### src/design/sfc_pkg.sv
package sfc_pkg;

	localparam int unsigned COMP_W = 16;
	localparam int unsigned MAXF_W = 15;
	localparam int unsigned NUM_W  = 22;  // |component| * 64
	localparam int unsigned LEN_W  = 16;  // floor sqrt of a 32-bit radicand
	localparam int unsigned RAD_W  = 32;
	localparam int unsigned SQ_W   = 26;  // sum of three floored squares
	localparam int unsigned LIM_W  = 24;
	localparam int unsigned MUL_A_W = 24;
	localparam int unsigned MUL_B_W = 17;
	localparam int unsigned MUL_P_W = MUL_A_W + MUL_B_W;
	localparam int unsigned FRAC_W = 6;

	typedef struct packed {
		logic signed [COMP_W-1:0] force_x;
		logic signed [COMP_W-1:0] force_y;
		logic signed [COMP_W-1:0] force_z;
		logic signed [COMP_W-1:0] weight;
		logic [MAXF_W-1:0]        max_force;
		logic                     enabled;
		logic                     last;
	} in_t;

	typedef struct packed {
		logic signed [COMP_W-1:0] total_x;
		logic signed [COMP_W-1:0] total_y;
		logic signed [COMP_W-1:0] total_z;
		logic                     stopped_early;
	} out_t;

	typedef enum logic [10:0] {
		S_IDLE   = 11'b000_0000_0001,
		S_SCALE  = 11'b000_0000_0010,
		S_LIM    = 11'b000_0000_0100,
		S_SQ     = 11'b000_0000_1000,
		S_CHK    = 11'b000_0001_0000,
		S_SQRT   = 11'b000_0010_0000,
		S_DSTART = 11'b000_0100_0000,
		S_DIV    = 11'b000_1000_0000,
		S_NMUL   = 11'b001_0000_0000,
		S_ADD    = 11'b010_0000_0000,
		S_OUT    = 11'b100_0000_0000
	} state_t;

	// what a length computation is for
	typedef enum logic [1:0] {
		PUR_CLAMP = 2'd0,
		PUR_TOT   = 2'd1,
		PUR_F     = 2'd2
	} pur_t;

endpackage

### src/design/sfc_isqrt.sv
module sfc_isqrt (
	input  logic                        clk,
	input  logic                        arst_n,
	input  logic                        start,
	input  logic [sfc_pkg::RAD_W-1:0]   rad,
	output logic                        done,
	output logic [sfc_pkg::LEN_W-1:0]   root
);
	import sfc_pkg::*;

	logic             busy_q;
	logic             done_q;
	logic [RAD_W-1:0] n_q;
	logic [RAD_W-1:0] res_q;
	logic [RAD_W-1:0] bit_q;
	logic [LEN_W-1:0] root_q;
	logic [RAD_W:0]   trial;
	logic             ge;
	logic [RAD_W-1:0] res_next;

	always_comb begin
		trial = {1'b0, res_q} + {1'b0, bit_q};
		ge = {1'b0, n_q} >= trial;
		res_next = ge ? ((res_q >> 1) + bit_q) : (res_q >> 1);
	end

	always_ff @(posedge clk or negedge arst_n) begin
		if (!arst_n) begin
			busy_q <= 1'b0;
			done_q <= 1'b0;
		end else begin
			done_q <= 1'b0;
			if (start) begin
				busy_q <= 1'b1;
			end else if (busy_q && bit_q[0]) begin
				busy_q <= 1'b0;
				done_q <= 1'b1;
			end
		end
	end

	always_ff @(posedge clk) begin
		if (start) begin
			n_q   <= rad;
			res_q <= '0;
			bit_q <= RAD_W'(1) << (RAD_W - 2);
		end else if (busy_q) begin
			if (ge)
				n_q <= n_q - trial[RAD_W-1:0];
			res_q <= res_next;
			bit_q <= bit_q >> 2;
			if (bit_q[0])
				root_q <= res_next[LEN_W-1:0];
		end
	end

	assign done = done_q;
	assign root = root_q;

endmodule

### src/design/sfc_div.sv
module sfc_div (
	input  logic                        clk,
	input  logic                        arst_n,
	input  logic                        start,
	input  logic [sfc_pkg::NUM_W-1:0]   num,
	input  logic [sfc_pkg::LEN_W-1:0]   den,
	output logic                        done,
	output logic [sfc_pkg::NUM_W-1:0]   quot
);
	import sfc_pkg::*;

	localparam int unsigned CNT_W = $clog2(NUM_W);

	logic             busy_q;
	logic             done_q;
	logic [CNT_W-1:0] cnt_q;
	logic [LEN_W-1:0] rem_q;
	logic [LEN_W-1:0] den_q;
	logic [NUM_W-1:0] quo_q;
	logic [LEN_W:0]   rs;
	logic             ge;
	logic [LEN_W:0]   rs_sub;

	always_comb begin
		rs = {rem_q, quo_q[NUM_W-1]};
		ge = rs >= {1'b0, den_q};
		rs_sub = rs - {1'b0, den_q};
	end

	always_ff @(posedge clk or negedge arst_n) begin
		if (!arst_n) begin
			busy_q <= 1'b0;
			done_q <= 1'b0;
			cnt_q  <= '0;
		end else begin
			done_q <= 1'b0;
			if (start) begin
				busy_q <= 1'b1;
				cnt_q  <= '0;
			end else if (busy_q) begin
				cnt_q <= cnt_q + 1'b1;
				if (cnt_q == CNT_W'(NUM_W - 1)) begin
					busy_q <= 1'b0;
					done_q <= 1'b1;
				end
			end
		end
	end

	always_ff @(posedge clk) begin
		if (start) begin
			rem_q <= '0;
			den_q <= den;
			quo_q <= num;
		end else if (busy_q) begin
			rem_q <= ge ? rs_sub[LEN_W-1:0] : rs[LEN_W-1:0];
			quo_q <= {quo_q[NUM_W-2:0], ge};
		end
	end

	assign done = done_q;
	assign quot = quo_q;

endmodule

### src/design/steering_force_combiner_top.sv
// Steering force combiner: one input transaction per behaviour of a vehicle,
// one result transaction on the behaviour marked last.
// in_valid/in_ready carry a behaviour (force, weight, limit, enable, last);
// out_valid/out_ready carry the combined force and the stopped-early flag.
// cfg_we/cfg_data write the summing mode (0 prioritized, 1 weighted sum).
// Only one behaviour is worked on at a time; in_ready is high in idle only.
// Per transaction, a skipped behaviour takes the shortest path and a
// prioritized one that is clamped and truncated the longest. The cost is
// set by the shared iterative units: a square root yields one result bit
// per cycle, a normalize runs three divisions, one per component, each
// giving one quotient bit per cycle, and all products go through one
// 24x17 multiplier, one per cycle.
// Reset clears the running total, the stopped flag, the mode and the
// output valid flag.
// The result sits in an output register: while the receiver stalls, the
// next behaviours are still taken; only a second last-marked behaviour
// waits until the pending result has been taken.
module steering_force_combiner_top (
	input  logic            clk,
	input  logic            arst_n,
	input  logic            in_valid,
	output logic            in_ready,
	input  sfc_pkg::in_t    in_data,
	output logic            out_valid,
	input  logic            out_ready,
	output sfc_pkg::out_t   out_data,
	input  logic            cfg_we,
	input  logic            cfg_data
);
	import sfc_pkg::*;

	state_t state_q;
	pur_t   pur_q;
	in_t    item_q;
	logic   mode_q;
	logic   spent_q;
	logic   out_valid_q;
	out_t   out_q;
	logic [1:0] k_q;

	logic signed [COMP_W-1:0] tot_q [3];
	logic signed [COMP_W-1:0] v_q   [3];
	logic [SQ_W-1:0]   acc_q;
	logic [LIM_W-1:0]  lim_q;
	logic [LEN_W-1:0]  len_q;
	logic [MAXF_W-1:0] scale_q;
	logic [MAXF_W-1:0] rem_q;

	logic sq_start, sq_done;
	logic dv_start, dv_done;
	logic [LEN_W-1:0] root;
	logic [NUM_W-1:0] quot;

	logic signed [COMP_W-1:0]  raw_k, src_k, v_k;
	logic signed [MUL_A_W-1:0] mul_a;
	logic signed [MUL_B_W-1:0] mul_b;
	logic signed [MUL_P_W-1:0] prod, prod_sh;
	logic [COMP_W:0]           v_abs;
	logic signed [MUL_A_W-1:0] q_s;
	logic signed [LEN_W+1:0]   rem_full;
	logic                      out_load;

	always_comb begin
		unique case (k_q)
			2'd0:    raw_k = item_q.force_x;
			2'd1:    raw_k = item_q.force_y;
			default: raw_k = item_q.force_z;
		endcase
		v_k = v_q[k_q];
		src_k = (pur_q == PUR_TOT) ? tot_q[k_q] : v_k;
		v_abs = v_k[COMP_W-1] ? -{v_k[COMP_W-1], v_k} : {v_k[COMP_W-1], v_k};
		if (len_q == '0)
			q_s = '0;
		else if (v_k[COMP_W-1])
			q_s = -{{(MUL_A_W-NUM_W){1'b0}}, quot};
		else
			q_s = {{(MUL_A_W-NUM_W){1'b0}}, quot};

		unique case (state_q)
			S_SCALE: begin
				mul_a = MUL_A_W'(raw_k);
				mul_b = MUL_B_W'(item_q.weight);
			end
			S_LIM: begin
				mul_a = {{(MUL_A_W-MAXF_W){1'b0}}, item_q.max_force};
				mul_b = {{(MUL_B_W-MAXF_W){1'b0}}, item_q.max_force};
			end
			S_SQ: begin
				mul_a = MUL_A_W'(src_k);
				mul_b = MUL_B_W'(src_k);
			end
			default: begin
				mul_a = q_s;
				mul_b = {{(MUL_B_W-MAXF_W){1'b0}}, scale_q};
			end
		endcase
		prod = mul_a * mul_b;
		prod_sh = prod >>> FRAC_W;

		rem_full = {3'b000, item_q.max_force} - {2'b00, root};
		out_load = (state_q == S_OUT) && item_q.last && (!out_valid_q || out_ready);

		sq_start = (state_q == S_CHK) &&
			!((pur_q == PUR_CLAMP) && (acc_q <= {{(SQ_W-LIM_W){1'b0}}, lim_q}));
		dv_start = (state_q == S_DSTART);
	end

	sfc_isqrt u_isqrt (
		.clk    (clk),
		.arst_n (arst_n),
		.start  (sq_start),
		.rad    ({acc_q, {FRAC_W{1'b0}}}),
		.done   (sq_done),
		.root   (root)
	);

	sfc_div u_div (
		.clk    (clk),
		.arst_n (arst_n),
		.start  (dv_start),
		.num    ({v_abs[NUM_W-FRAC_W-1:0], {FRAC_W{1'b0}}}),
		.den    (len_q),
		.done   (dv_done),
		.quot   (quot)
	);

	always_ff @(posedge clk or negedge arst_n) begin
		if (!arst_n) begin
			state_q     <= S_IDLE;
			pur_q       <= PUR_CLAMP;
			mode_q      <= 1'b0;
			spent_q     <= 1'b0;
			out_valid_q <= 1'b0;
			k_q         <= '0;
			for (int i = 0; i < 3; i++)
				tot_q[i] <= '0;
		end else begin
			if (cfg_we)
				mode_q <= cfg_data;
			if (out_valid_q && out_ready && !out_load)
				out_valid_q <= 1'b0;

			unique case (state_q)
				S_IDLE: begin
					if (in_valid) begin
						k_q <= '0;
						state_q <= (in_data.enabled && !spent_q) ? S_SCALE : S_OUT;
					end
				end
				S_SCALE: begin
					if (k_q != 2'd2) begin
						k_q <= k_q + 1'b1;
					end else begin
						k_q <= '0;
						acc_q <= '0;
						if (item_q.max_force != '0) begin
							state_q <= S_LIM;
						end else if (mode_q) begin
							state_q <= S_ADD;
						end else begin
							pur_q <= PUR_TOT;
							state_q <= S_SQ;
						end
					end
				end
				S_LIM: begin
					pur_q <= PUR_CLAMP;
					state_q <= S_SQ;
				end
				S_SQ: begin
					acc_q <= acc_q + SQ_W'(prod_sh[SQ_W-2:0]);
					if (k_q != 2'd2) begin
						k_q <= k_q + 1'b1;
					end else begin
						k_q <= '0;
						state_q <= S_CHK;
					end
				end
				S_CHK: begin
					if (sq_start) begin
						state_q <= S_SQRT;
					end else if (mode_q) begin
						state_q <= S_ADD;
					end else begin
						pur_q <= PUR_TOT;
						acc_q <= '0;
						state_q <= S_SQ;
					end
				end
				S_SQRT: begin
					if (sq_done) begin
						len_q <= root;
						k_q <= '0;
						unique case (pur_q)
							PUR_CLAMP: begin
								scale_q <= item_q.max_force;
								state_q <= S_DSTART;
							end
							PUR_TOT: begin
								if (rem_full < 0) begin
									spent_q <= 1'b1;
									state_q <= S_OUT;
								end else begin
									rem_q <= rem_full[MAXF_W-1:0];
									pur_q <= PUR_F;
									acc_q <= '0;
									state_q <= S_SQ;
								end
							end
							default: begin
								if ({1'b0, root} < {2'b00, rem_q}) begin
									state_q <= S_ADD;
								end else begin
									scale_q <= rem_q;
									state_q <= S_DSTART;
								end
							end
						endcase
					end
				end
				S_DSTART: state_q <= S_DIV;
				S_DIV: begin
					if (dv_done)
						state_q <= S_NMUL;
				end
				S_NMUL: begin
					if (k_q != 2'd2) begin
						k_q <= k_q + 1'b1;
						state_q <= S_DSTART;
					end else begin
						k_q <= '0;
						if (pur_q != PUR_CLAMP) begin
							state_q <= S_ADD;
						end else if (mode_q) begin
							state_q <= S_ADD;
						end else begin
							pur_q <= PUR_TOT;
							acc_q <= '0;
							state_q <= S_SQ;
						end
					end
				end
				S_ADD: begin
					for (int i = 0; i < 3; i++)
						tot_q[i] <= tot_q[i] + v_q[i];
					state_q <= S_OUT;
				end
				S_OUT: begin
					if (!item_q.last) begin
						state_q <= S_IDLE;
					end else if (out_load) begin
						out_valid_q <= 1'b1;
						spent_q <= 1'b0;
						for (int i = 0; i < 3; i++)
							tot_q[i] <= '0;
						state_q <= S_IDLE;
					end
				end
				default: state_q <= S_IDLE;
			endcase
		end
	end

	// payload registers
	always_ff @(posedge clk) begin
		if (state_q == S_IDLE && in_valid)
			item_q <= in_data;
		if (state_q == S_LIM)
			lim_q <= prod_sh[LIM_W-1:0];
		if (state_q == S_SCALE || state_q == S_NMUL)
			v_q[k_q] <= prod_sh[COMP_W-1:0];
		if (out_load) begin
			out_q.total_x       <= tot_q[0];
			out_q.total_y       <= tot_q[1];
			out_q.total_z       <= tot_q[2];
			out_q.stopped_early <= spent_q;
		end
	end

	assign in_ready  = (state_q == S_IDLE);
	assign out_valid = out_valid_q;
	assign out_data  = out_q;

	a_load_on_last: assert property (@(posedge clk) disable iff (!arst_n)
		out_load |-> (state_q == S_OUT) && item_q.last)
		else $error("result loaded outside a last transaction");

	a_clear_after_emit: assert property (@(posedge clk) disable iff (!arst_n)
		out_load |=> (tot_q[0] == '0) && (tot_q[1] == '0) && (tot_q[2] == '0) && !spent_q)
		else $error("running total not cleared after emit");

	a_no_overwrite: assert property (@(posedge clk) disable iff (!arst_n)
		(out_valid_q && !out_ready) |=> out_valid_q && $stable(out_q))
		else $error("pending result overwritten");

	a_spent_only_prio: assert property (@(posedge clk) disable iff (!arst_n)
		$rose(spent_q) |-> $past(state_q == S_SQRT && pur_q == PUR_TOT))
		else $error("budget spent outside prioritized check");

endmodule
### config.mk
export PLATFORM = sky130hd
export DESIGN_NAME = steering_force_combiner_top
export DESIGN_NICKNAME = d
export VERILOG_FILES = /design/src/design/sfc_pkg.sv /design/src/design/sfc_isqrt.sv /design/src/design/sfc_div.sv /design/src/design/steering_force_combiner_top.sv
export SDC_FILE = /design/constraint.sdc
export NUM_CORES = 2
export LEC_CHECK = 0
export ABC_CLOCK_PERIOD_IN_PS = 11700
export BUFFER_PORTS_ARGS = -buffer_cell sky130_fd_sc_hd__buf_2
export CAP_MARGIN = 20
export CORE_AREA = 2 2 304 306
export CTS_CLUSTER_DIAMETER = 100
export CTS_CLUSTER_SIZE = 24
export DETAILED_ROUTE_END_ITERATION = 10
export DIE_AREA = 0 0 306 308
export REMOVE_ABC_BUFFERS = 1
export SLEW_MARGIN = 40
export SYNTH_ARGS = -nofsm -noshare
export SYNTH_HDL_FRONTEND = slang
export SYNTH_SLANG_ARGS = --single-unit
### constraint.sdc
create_clock -name clk -period 11.7 [get_ports clk]
set_clock_uncertainty 0.2 [all_clocks]
set_input_delay 0.585 -clock clk [delete_from_list [all_inputs] [get_ports clk]]
set_output_delay 0.585 -clock clk [all_outputs]
set_load 0.005 [all_outputs]
==> metrics list <==
* Most common cell type on the critical path: sky130_fd_sc_hd__fa_1
* CTS tree: yes
- Setup repair after global routing left no endpoint under its margin.
* Residual overflow from global routing: 0
- Fraction of layout cells with a size suffix above 1: 9.014%
* Weighted congestion reported at the end of routability-driven placement: 0.9794
- In the global route stage, overall resource usage came out at 25.88%.
- The flow ran to the end, and the final reports show no timing, DRC or antenna violations.
- The clock net in this run drives a total of 514 sinks.
- The first detailed-routing pass ran for 5 iterations.
- Dividing the detail-routed wire length by the instance count gives 21.87 um.
- Entering global routing, the biggest net connects 86 pins.
- Die Area: 94250 um2
- After routing the design area is 45020 um2.
* Type of destination of the critical path: register
- The largest single stage delay on the critical path is 0.82 ns.
- Critical path data required time: 11.93 ns
- After the last flow step, the layout net total stands at 5037.
- Cell type with the largest total area after synthesis: sky130_fd_sc_hd__edfxtp_1
* Worst-case clock buffer depth: 3
- The floorplan step set the die width to 306 um.
* Antenna violations before repair: 4
- Fmax: 89.89 MHz
- Wire length of the first global-routing pass: 187.0 mm
* Final ANT Viol Nets: 0
* Area added between synthesis and finish: 10.61%
- Number of top-level design ports: 138
- The worst setup path is launched from a register.
* Cell Count Post-Placement: 5418
- Instance count of the mapped netlist: 4153
- Placed cell areas: 43200 um2
- CTS Buf Count: 29
- Die outline height: 308 um
- Arrival time of the worst setup path: 11.35 ns
- Sequential fraction of the synthesis area: 35.14%
- Detailed Route Iter0 Violations: 2515
* Kind of cell adding the most delay to the critical path: adder cells
- Number of max-slew violations in the final report: 0
* Synth Cell Area: 40700 um2
- In this run the number of cells on the critical path is 34.
* Post-synth top area share: 26.78%
- The worst path in the final design needs a cycle of 11.12 ns, including I/O delays and setup.
* Class of the most critical hold timing path: primary input to register
* Most used flip-flop cell after synthesis: sky130_fd_sc_hd__edfxtp_1
* Maximum fanout count along the critical path: 15
* H-tree depth: 1
- The number of different library cells used by synthesis comes to 86.
- After synthesis, the share of flip-flops with an asynchronous set or reset is 14.59%.
- Ranked by total cell area, the synthesized netlist is headed by sky130_fd_sc_hd__edfxtp_1 (27%), sky130_fd_sc_hd__fa_1 (15%), sky130_fd_sc_hd__ha_1 (9.1%), sky130_fd_sc_hd__inv_1 (4.9%), sky130_fd_sc_hd__dfrtp_1 (4.6%).
- Total via count after detailed routing: 31075
- The clock reaches the later pin of the worst-skew pair after 0.67 ns.
- Count of port buffers added during placement: 137
- Hold Crit Start: in_data[1]
- Final WL: 121.6 mm
* Post-route DRC violation count: 0
- Count of buffering cells on the critical path with inverters included: 6
- Crit path kind: register to register
* Number of maximum-capacitance violations: 0
- The HPWL after detailed placement is 96.19 mm.
* Number of setup violations in the final report: 0
- Once layout is complete, the cells apart from fillers number 5557.
- Number of cells traversed by the worst hold path: 3
- Crit path launch: state_q[6]
- Relative slew margins: 36.60%
* WHS: 0.1163 ns
* Via density: 5.592
* Via count of the first global-routing pass: 30661
- Worst Reg-to-Reg Cells: 34
- Post-synthesis sequential element count: 514
- In this run, synthesis inferred 363 flip-flops with an integrated enable.
- Slowest cell on the critical path: sky130_fd_sc_hd__o21ai_0
- Number of antenna cells inserted: 0
* Root Driver: sky130_fd_sc_hd__clkbuf_16
- A synthesized cell averages 9.799 um2.
* Placeable Area: 90970 um2
- Total Negative Setup Slacks: 0 ns
- Clock-pin slew was measured on the worst setup and hold paths at 0.10 ns.
- Core Rows: 111
- Starting Density: 44.74%
* Final worst-path cycle share: 95.08%
- Tightest Pin Transition: 0.9475 ns
- Critical register-to-register path startpoint: state_q[6]
* Number of warnings printed during yosys synthesis: 0
- Number of hold-slack violations in the final timing report: 0
-- worst paths after layout --
check	slack, ns	end
max	0.58	acc_q[18]
max reg2reg	0.58	acc_q[18]
min	0.12	state_q[1]
min in group asynchronous	0.20	spent_q
min reg2reg	0.26	u_div.den_q[14]
max in group asynchronous	9.92	k_q[1]
-- final cells by class --
class,count,area [um2]
Clock buffer,42,795.8
Tap cell,1186,1484
Multi-Input combinational cell,2959,24050
Inverter,532,1997
Timing Repair Buffer,312,2222
Clock inverter,12,153.9
Fill cell,8308,45950
Sequential cell,514,14310
-- timing repair --
| item | CTS | global route |
|---|---|---|
| endpoints found under the setup margin | 0 | 2 |
| resized for setup | 0 | 3 |
| buffers inserted | 0 | 0 |
| hold buffers | 85 | 0 |
| endpoints found under the hold margin | 114 | 0 |
-- worst register-to-register path, delay by kind of cell, from the launching register on --
kind            cells  cell delay (ns)
simple gates        8             2.63
buf+inv             6             0.47
flops               1             0.42
compound gates     10             3.06
fa+ha+maj           8             3.82
xor+xnor            2             0.29
-- logic make-up (layout without fill, tap and decap cells) --
logic type	Yosys count	after routing	synth area share (%)
XOR/XNOR	227	227	4.919
flip-flops	514	514	35.14
AND/OR/NAND/NOR	1245	1245	13.80
multiplexers	105	105	3.111
adder cells (fa/ha/maj)	602	602	24.17
AO/OA/AOI/OAI	780	780	12.55
buffers and inverters	680	898	6.315
-- flip-flops by register name, indices dropped and copies added, names as in the netlist, 22 cells and up --
name / count
u_isqrt.res_q: 32
lim_q: 24
acc_q: 26
u_div.quot: 22
u_isqrt.n_q: 32
out_data: 49
tot_q: 48
item_q: 80
v_q: 64
-- synth_stat cells (48+ instances only) --
cell type and number:
sky130_fd_sc_hd__xor2_1 99, sky130_fd_sc_hd__nor2_1 479, sky130_fd_sc_hd__dfrtp_1 74, sky130_fd_sc_hd__inv_1 532, sky130_fd_sc_hd__nor3_1 64, sky130_fd_sc_hd__clkbuf_1 126, sky130_fd_sc_hd__dfxtp_1 76, sky130_fd_sc_hd__a211oi_1 48
sky130_fd_sc_hd__a21oi_1 139, sky130_fd_sc_hd__a21o_1 66, sky130_fd_sc_hd__o21ai_0 229, sky130_fd_sc_hd__nand3_1 76, sky130_fd_sc_hd__xnor2_1 127, sky130_fd_sc_hd__nand2_1 364, sky130_fd_sc_hd__edfxtp_1 363, sky130_fd_sc_hd__fa_1 307
sky130_fd_sc_hd__ha_1 295, sky130_fd_sc_hd__mux2i_1 77
-- metal layers --
| metal | track usage (%) | vias up | wire, um |
|---|---|---|---|
| met2 | 41.73 | 1033 | 55510 |
| met3 | 4.666 | 165 | 8908 |
| li1 | - | 14577 | - |
| met4 | 6.782 | 2 | 3702 |
| met5 | 0 | - | 8 |
| met1 | 35.99 | 15298 | 53430 |
-- through the flow --
stage	util [%]	worst slack, ns
after detailed placement	47.49	0.6797
after floorplan	-	0.4318
after global routing	49.48	0.1139
final	49.48	0.5756
after global placement	47.34	0.6732
after CTS	49.46	0.6538
-- cells in the final DEF (no fill, tap or decap), drive strengths merged, types with 14 or more instances in the layout --
cell,synthesis,layout
nand4,27,27
nor2b,38,38
a21o,66,66
edfxtp,363,363
a21boi,18,18
mux2i,77,77
nand2,364,364
ha,295,295
a31oi,36,36
nand3,77,77
mux4,16,16
o21a,35,35
xnor2,127,127
o31ai,30,30
dlygate4sd3,0,85
fa,307,307
a31o,14,14
xor2,99,99
o21ai,237,237
or3,29,29
o211ai,23,23
and3,14,14
a211oi,49,49
and2,21,21
inv,532,538
clkbuf,126,42
nor2,479,479
nor4,29,29
a21oi,139,139
a221oi,15,15
nand2b,32,32
dfxtp,76,76
dfrtp,74,74
or2,23,23
o21bai,20,20
nor3,67,67
buf,22,227
Power is not shown: default switching activity piles up to over one toggle a cycle in this logic, so the estimate is an artifact.
